--- config.mk ---
export PLATFORM = sky130hd
export DESIGN_NAME = trss_ctrl
export DESIGN_NICKNAME = d
export VERILOG_FILES = /design/src/hw/rtl/table_random_swap_shuffler_unit_assert.svh /design/src/hw/rtl/trss_pkg.sv /design/src/hw/rtl/trss_ctrl.sv
export SDC_FILE = /design/constraint.sdc
export NUM_CORES = 1
export LEC_CHECK = 0
export ABC_AREA = 1
export CAP_MARGIN = 15
export CORE_UTILIZATION = 35
export DETAILED_ROUTE_END_ITERATION = 10
export DONT_BUFFER_PORTS = 1
export GPL_TIMING_DRIVEN = 0
export PLACE_DENSITY = 0.47
export SYNTH_ARGS = -nofsm -noshare
export SYNTH_HDL_FRONTEND = slang
export SYNTH_SLANG_ARGS = --single-unit
--- constraint.sdc ---
create_clock -name clk -period 1.3 [get_ports clk]
set_input_delay 0.065 -clock clk [delete_from_list [all_inputs] [get_ports clk]]
set_output_delay 0.065 -clock clk [all_outputs]
set_load 0.01 [all_outputs]
--- src/hw/rtl/table_random_swap_shuffler_unit_assert.svh ---
// Assertion helpers shared by the shuffler RTL.
// Each macro wraps one concurrent assertion, clocked on the rising edge and
// switched off while the asynchronous reset is held.
`ifndef TABLE_RANDOM_SWAP_SHUFFLER_UNIT_ASSERT_SVH
`define TABLE_RANDOM_SWAP_SHUFFLER_UNIT_ASSERT_SVH

// Consequent must hold in the same cycle as the antecedent.
`define TRSS_ASSERT_SAME(lbl, clk_i, rst_ni, ante, cons, msg) \
	lbl: assert property (@(posedge clk_i) disable iff (!rst_ni) (ante) |-> (cons)) \
		else $error(msg);

// Consequent must hold in the cycle after the antecedent.
`define TRSS_ASSERT_NEXT(lbl, clk_i, rst_ni, ante, cons, msg) \
	lbl: assert property (@(posedge clk_i) disable iff (!rst_ni) (ante) |=> (cons)) \
		else $error(msg);

`endif

--- src/hw/rtl/trss_pkg.sv ---
`default_nettype none

package trss_pkg;

	localparam int unsigned LEN_W  = 11;
	localparam int unsigned IDX_W  = 10;
	localparam int unsigned VAL_W  = 32;
	localparam int unsigned RAND_W = 31;
	localparam int unsigned KIND_W = 2;
	localparam int unsigned ST_W   = 3;
	localparam int unsigned OP_W   = 3;

	// Item kinds.
	localparam logic [KIND_W-1:0] KIND_LOAD = 2'd0;
	localparam logic [KIND_W-1:0] KIND_FILL = 2'd1;
	localparam logic [KIND_W-1:0] KIND_SWAP = 2'd2;
	localparam logic [KIND_W-1:0] KIND_READ = 2'd3;

	// Result status codes.
	localparam logic [ST_W-1:0] ST_OK    = 3'd0;
	localparam logic [ST_W-1:0] ST_SIZE  = 3'd1;
	localparam logic [ST_W-1:0] ST_INDEX = 3'd2;
	localparam logic [ST_W-1:0] ST_ZERO  = 3'd3;
	localparam logic [ST_W-1:0] ST_DONE  = 3'd4;

	// Table port operations issued by the controller.
	localparam logic [OP_W-1:0] MEM_NONE    = 3'd0;
	localparam logic [OP_W-1:0] MEM_RD_POS  = 3'd1;
	localparam logic [OP_W-1:0] MEM_RD_J    = 3'd2;
	localparam logic [OP_W-1:0] MEM_RD_IDX  = 3'd3;
	localparam logic [OP_W-1:0] MEM_WR_POS  = 3'd4;
	localparam logic [OP_W-1:0] MEM_WR_J    = 3'd5;
	localparam logic [OP_W-1:0] MEM_WR_IDX  = 3'd6;
	localparam logic [OP_W-1:0] MEM_WR_FILL = 3'd7;

	typedef struct packed {
		logic            capture;
		logic            pos_clear;
		logic            pos_inc;
		logic            div_step;
		logic            fill_step;
		logic [OP_W-1:0] mem_op;
		logic            capture_a;
		logic            capture_rd;
		logic            result_load;
	} cmd_t;

	typedef struct packed {
		logic              in_err;
		logic [KIND_W-1:0] in_kind;
		logic              div_last;
		logic              fill_last;
	} sts_t;

endpackage

`default_nettype wire

--- src/hw/rtl/trss_ctrl.sv ---
`default_nettype none

module trss_ctrl (
	input  wire logic           clk,
	input  wire logic           arst_n,
	input  wire logic           in_valid,
	output logic                in_ready,
	output logic                out_valid,
	input  wire logic           out_ready,
	input  wire trss_pkg::sts_t sts,
	output trss_pkg::cmd_t      cmd
);

	localparam logic [3:0] S_IDLE   = 4'd0;
	localparam logic [3:0] S_LDWR   = 4'd1;
	localparam logic [3:0] S_FILL   = 4'd2;
	localparam logic [3:0] S_DIV    = 4'd3;
	localparam logic [3:0] S_RDA    = 4'd4;
	localparam logic [3:0] S_RDB    = 4'd5;
	localparam logic [3:0] S_WRA    = 4'd6;
	localparam logic [3:0] S_WRB    = 4'd7;
	localparam logic [3:0] S_RDX    = 4'd8;
	localparam logic [3:0] S_CAPX   = 4'd9;
	localparam logic [3:0] S_RESULT = 4'd10;

	logic [3:0] state_q;
	logic [3:0] state_d;
	logic       out_valid_q;
	logic       out_free;

	assign in_ready  = (state_q == S_IDLE);
	assign out_valid = out_valid_q;
	assign out_free  = !out_valid_q || out_ready;

	always_comb begin
		state_d = state_q;
		cmd     = '0;
		cmd.mem_op = trss_pkg::MEM_NONE;
		case (state_q)
			S_IDLE: begin
				if (in_valid) begin
					cmd.capture = 1'b1;
					if (sts.in_err) begin
						state_d = S_RESULT;
					end else begin
						case (sts.in_kind)
							trss_pkg::KIND_LOAD: state_d = S_LDWR;
							trss_pkg::KIND_FILL: begin
								cmd.pos_clear = 1'b1;
								state_d = S_FILL;
							end
							trss_pkg::KIND_SWAP: state_d = S_DIV;
							default: state_d = S_RDX;
						endcase
					end
				end
			end
			S_LDWR: begin
				cmd.mem_op = trss_pkg::MEM_WR_IDX;
				state_d = S_RESULT;
			end
			S_FILL: begin
				cmd.mem_op = trss_pkg::MEM_WR_FILL;
				cmd.fill_step = 1'b1;
				if (sts.fill_last) begin
					state_d = S_RESULT;
				end
			end
			S_DIV: begin
				cmd.div_step = 1'b1;
				if (sts.div_last) begin
					state_d = S_RDA;
				end
			end
			S_RDA: begin
				cmd.mem_op = trss_pkg::MEM_RD_POS;
				state_d = S_RDB;
			end
			S_RDB: begin
				cmd.mem_op = trss_pkg::MEM_RD_J;
				cmd.capture_a = 1'b1;
				state_d = S_WRA;
			end
			S_WRA: begin
				cmd.mem_op = trss_pkg::MEM_WR_POS;
				state_d = S_WRB;
			end
			S_WRB: begin
				cmd.mem_op = trss_pkg::MEM_WR_J;
				cmd.pos_inc = 1'b1;
				state_d = S_RESULT;
			end
			S_RDX: begin
				cmd.mem_op = trss_pkg::MEM_RD_IDX;
				state_d = S_CAPX;
			end
			S_CAPX: begin
				cmd.capture_rd = 1'b1;
				state_d = S_RESULT;
			end
			S_RESULT: begin
				if (out_free) begin
					cmd.result_load = 1'b1;
					state_d = S_IDLE;
				end
			end
			default: state_d = S_IDLE;
		endcase
	end

	always_ff @(posedge clk or negedge arst_n) begin
		if (!arst_n) begin
			state_q     <= S_IDLE;
			out_valid_q <= 1'b0;
		end else begin
			state_q <= state_d;
			if (cmd.result_load) begin
				out_valid_q <= 1'b1;
			end else if (out_ready) begin
				out_valid_q <= 1'b0;
			end
		end
	end

endmodule

`default_nettype wire

# Word level (Yosys, flattened, before mapping)
# Cells that the tools add are included.
[word_totals]
out_inout_bits = 13
input_bits = 9
elab_cells = 46
regBits = 5
[op_classes]
muxes = 21
n_eq_ne = 16
n_reduce_logical = 7
[op_table]
columns = ["operator", "n"]
rows = [
  ["4-bit one-hot mux with 9 select lines", 1],
  ["3-bit one-hot mux with 7 select lines", 1],
  ["4-bit 2-to-1 mux", 5],
  ["4-bit by 3-bit == test with 1-bit output (second input constant)", 4],
  ["4-bit == test (second input constant)", 3],
  ["4-bit one-hot mux with 3 select lines", 1],
  ["1-bit 2-to-1 mux", 11],
  ["4-bit by 2-bit == test with 1-bit output (second input constant)", 2],
  ["2-bit != test (second input constant)", 4],
  ["4-bit by 1-bit == test with 1-bit output (second input constant)", 1],
  ["4-bit zero test", 1],
  ["2-bit 2-to-1 mux", 2],
  ["4-bit AND reduction", 1],
  ["3-bit OR reduction", 1],
  ["2-bit by 1-bit == test with 1-bit output (second input constant)", 1],
  ["2-bit == test (second input constant)", 1],
  ["2-bit zero test", 1],
  ["2-bit nonzero test", 1],
  ["1-bit zero test", 1],
  ["1-bit logical OR", 1],
]

# Logic depth before layout (Yosys ltp)
[depth]
ltp_word = 5
ltp_mapped = 10

# Worst setup path before layout
# OpenSTA, ideal clock, no wires.
[synth_path]
path_kind = "flip-flop to output port"
start = "reg state_q[3]"
end = "out cmd[9] (netlist bit)"
n_path_buf = 0
slack_ns = 0.100
arrival_ns = 1.135
path_stages_with_launch = 5
cell_sequence = "dfrtp_1 > nor2_4 > inv_4 > nor3_4 > and3_1"
[synth_lines]
columns = ["item", "line", "source"]
rows = [
  ["start, declared", "trss_ctrl.sv:26", "logic [3:0] state_q;"],
  ["start signal, assigned", "trss_ctrl.sv:116", "state_q <= state_d;"],
  ["end, declared", "trss_ctrl.sv:11", "output trss_pkg::cmd_t cmd"],
]

==> impl_metrics.py <==
metrics = {
    "worst_setup_path": {
        "endpoint_kind": "output port",
        "cp.buffers_inverters": 1,
        "slowest_delay_ps": 440,
        "r2r_end": "state_q[1]$_DFFE_PN0P_",
        "r2r_start": "state_q[2]$_DFFE_PN0P_",
        "critPathLaunchType": "flip-flop",
        "cp_num_cells": 4,
        "critPathTopFamily": "simple AND/OR/NAND/NOR gates",
        "ff2ff_setup_slack_ps": -10,
        "worstPathCellList": "nor2_4 -> inv_4 -> nor3_4 -> and3_4",
        "cp.arrival_ps": 1290,
        "cp.required_ps": 1240,
        "crit_type": "flip-flop to output port",
        "cp_slowest_cell": "dfrtp_2",
        "crit_fanout": 3,
        "reg2regPathDepth": 7,
    },
    "sta": {
        "fin_crit_sh_pct": 104,
        "finalCriticalPeriod_ps": 1360,
        "final_max_slew_viol_count": 0,
        "clock-skew-final_ps": 2.44,
        "hold_violations": 0,
        "tightest_slew_ps": 279,
        "setup_viol": 3,
        "timing.fmax_ghz": 0.737,
        "setup_ws_ps": -57.5,
        "slew_headroom_pct": 81.3,
        "rsz0062_at_grt": "yes",
    },
    "detailed_routing": {
        "drtIter0Drc": 5,
        "vias_per_cell": 4.74,
        "drc_errors": 0,
        "drt-pass1-iter-count": 4,
        "post_drt_wl_per_cell_um": 10.7,
        "vias": 545,
        "drtAntennaViolNets": 0,
        "routed_wl_um": 1230,
    },
    "placement": {
        "placed_cells_incl_taps": 107,
        "gp_congestion": 0.771,
        "post_dp_cell_area_um2": 596,
        "place_hpwl_um": 989,
        "port_buffers": 0,
    },
    "cells_and_area": {
        "num_antenna_cells": 0,
        "fin_area_um2": 688,
        "drive_above_1_share_pct": 36.4,
        "fill_cells": 191,
        "fin_util_pct": 45.2,
        "seq_area_um2": 130,
        "area_growth_pct": 19.6,
        "nNetsFinal": 113,
        "multi_input_area_um2": 385,
        "finalNonFillerCells": 115,
    },
    "yosys": {
        "synthTopCellsByCount": "nand2_1, inv_1, nand3_1, nor2_1, inv_2",
        "synth_cells": 91,
        "synth_top_area_share_pct": 21.7,
        "synth-seq-area-share_pct": 21.7,
        "synth_area_leaders": "dfrtp_1, nand2_1, inv_1, ha_1, nor2_4",
        "synth.most_common_cell": "nand2_1",
        "yosys.area.top_type": "dfrtp_1",
        "synthArstFlopShare_pct": 100,
        "avgSynthCellArea_um2": 6.32,
        "synth_area_um2": 576,
        "syn_nets": 104,
        "synth_cell_types": 17,
        "synthFlopType": "dfrtp_1",
        "ys_ff_latch": 5,
        "synth-edff-count": 0,
        "yosys_warnings": 0,
    },
    "global_routing": {
        "grt_pass1_vias": 504,
        "grt_max_degree": 8,
        "overflow": 0,
        "grt_pass1_wl_um": 2030,
        "antenna_found_initial": 0,
        "track_usage_pct": 15.3,
    },
    "outcome": {
        "violations": "setup timing",
        "run_status": "complete, but fails checks",
    },
    "clock_network": {
        "numCtsBuffers": 3,
        "clkTransAtPathRegs_ps": 40,
        "cts_tree": "yes",
        "ctsHtreeMaxLevel": 1,
        "clk_latency_ps": 240,
        "cts.path.max_buffers": 2,
        "cts_root_buf": "clkbuf_4",
        "clock_sinks": 5,
    },
    "job": {
        "max-cap-violations": 0,
    },
    "power": {
        "ir_worst_vdd_mv": 1.10,
        "power.leakage_nw": 0.407,
        "clkPwrFrac_pct": 10.6,
        "power_density_nw_per_um2": 2380,
        "power_w": 0.00164,
        "swShare_pct": 55.3,
        "pwr-share-seq_pct": 21.1,
        "power_frac_comb_pct": 68.3,
        "p_switching_w": 0.000907,
        "internal_power_w": 0.000733,
    },
    "floorplanning": {
        "io_pins": 22,
        "die_w_um": 42.6,
        "rows": 14,
        "core_um2": 1520,
        "fp.dieArea_um2": 1810,
        "die_y_um": 42.6,
        "start_util_pct": 37.8,
    },
    "min_path": {
        "hp-class": "input pin to flip-flop",
        "holdPathStages": 3,
        "hp-start": "out_ready",
        "holdPathEnd": "state_q[3]$_DFFE_PN0P_",
    },
}
-- how the worst max path moves through the flow --
| stage | start | endpoint |
|---|---|---|
| after floorplan | state_q[3]$_DFFE_PN0P_ | cmd[9] |
| after global placement | state_q[3]$_DFFE_PN0P_ | cmd[9] |
| after detailed placement | state_q[3]$_DFFE_PN0P_ | cmd[9] |
| after CTS | state_q[2]$_DFFE_PN0P_ | cmd[9] |
| after global routing | state_q[2]$_DFFE_PN0P_ | cmd[9] |
| final | state_q[2]$_DFFE_PN0P_ | cmd[9] |
-- per-layer routing --
metal	track usage, %	vias up	wire length, µm
met4	7.50	0	12
met2	21.8	14	570
met1	20.1	241	594
met3	5.60	2	52
li1	-	288	-
met5	0	-	0
-- worst register-to-register path, delay by kind of cell (launching register included) --
family        cells  cell delay [ps]
flops             1              440
simple gates      6              590
buf+inv           1              170
-- power by group through the flow --
stage	logic, W	registers [W]	clock network (W)
floorplan	0.000853	0.000312	0
global placement	0.00100	0.000323	0
detailed placement	0.00100	0.000326	0
CTS	0.00110	0.000328	0.000187
global route	0.00125	0.000356	0.000196
finish	0.00112	0.000346	0.000174
-- metrics by stage --
stage | TNS, ps | hold WS (ps) | setup WS (ps)
2_1_floorplan | 0 | -231 | 100
3_3_place_gp | 0 | -230 | 4.90
3_5_place_dp | 0 | -230 | 7.53
4_1_cts | -138 | 27.5 | -82.8
5_1_grt | -697 | 70.8 | -127
6_report | -66.8 | 59.0 | -57.5
-- area by class of cell --
type / count / area share [%]
Clock buffer: 4 / 3.82
Inverter: 23 / 13.3
Multi-Input combinational cell: 63 / 56.0
Sequential cell: 5 / 18.9
Tap cell: 16 / 2.91
Timing Repair Buffer: 4 / 5.09
-- what timing repair did --
| action | CTS | global route |
|---|---|---|
| setup buffers | 2 | 0 |
| hold buffers | 2 | 0 |
| resized for setup | 5 | 9 |
| setup endpoints to repair | 5 | 11 |
| endpoints found under the hold margin | 6 | 0 |
| pin swaps | 4 | 2 |
-- placed cells by master, fill, tap and decap left out, drive strengths merged, types with 2 or more instances in the layout --
master,netlist,layout
buf,0,2
ha,4,4
dfrtp,5,5
inv,23,23
nor2,15,15
o21ai,3,3
nand3,9,9
clkbuf,0,4
nand2,28,28
dlygate4sd3,0,2
-- kinds of logic after synthesis --
group / Yosys count / synth area share (%)
compound gates: 4 / 3.91
fa+ha+maj: 4 / 8.70
buf+inv: 23 / 15.4
flops: 5 / 21.7
simple gates: 55 / 50.2
-- flip-flops by register name (all words and copies together) (netlist names) --
signal     count
state_q        4
out_valid      1
No activity file was read; power rests on OpenSTA's default activity.
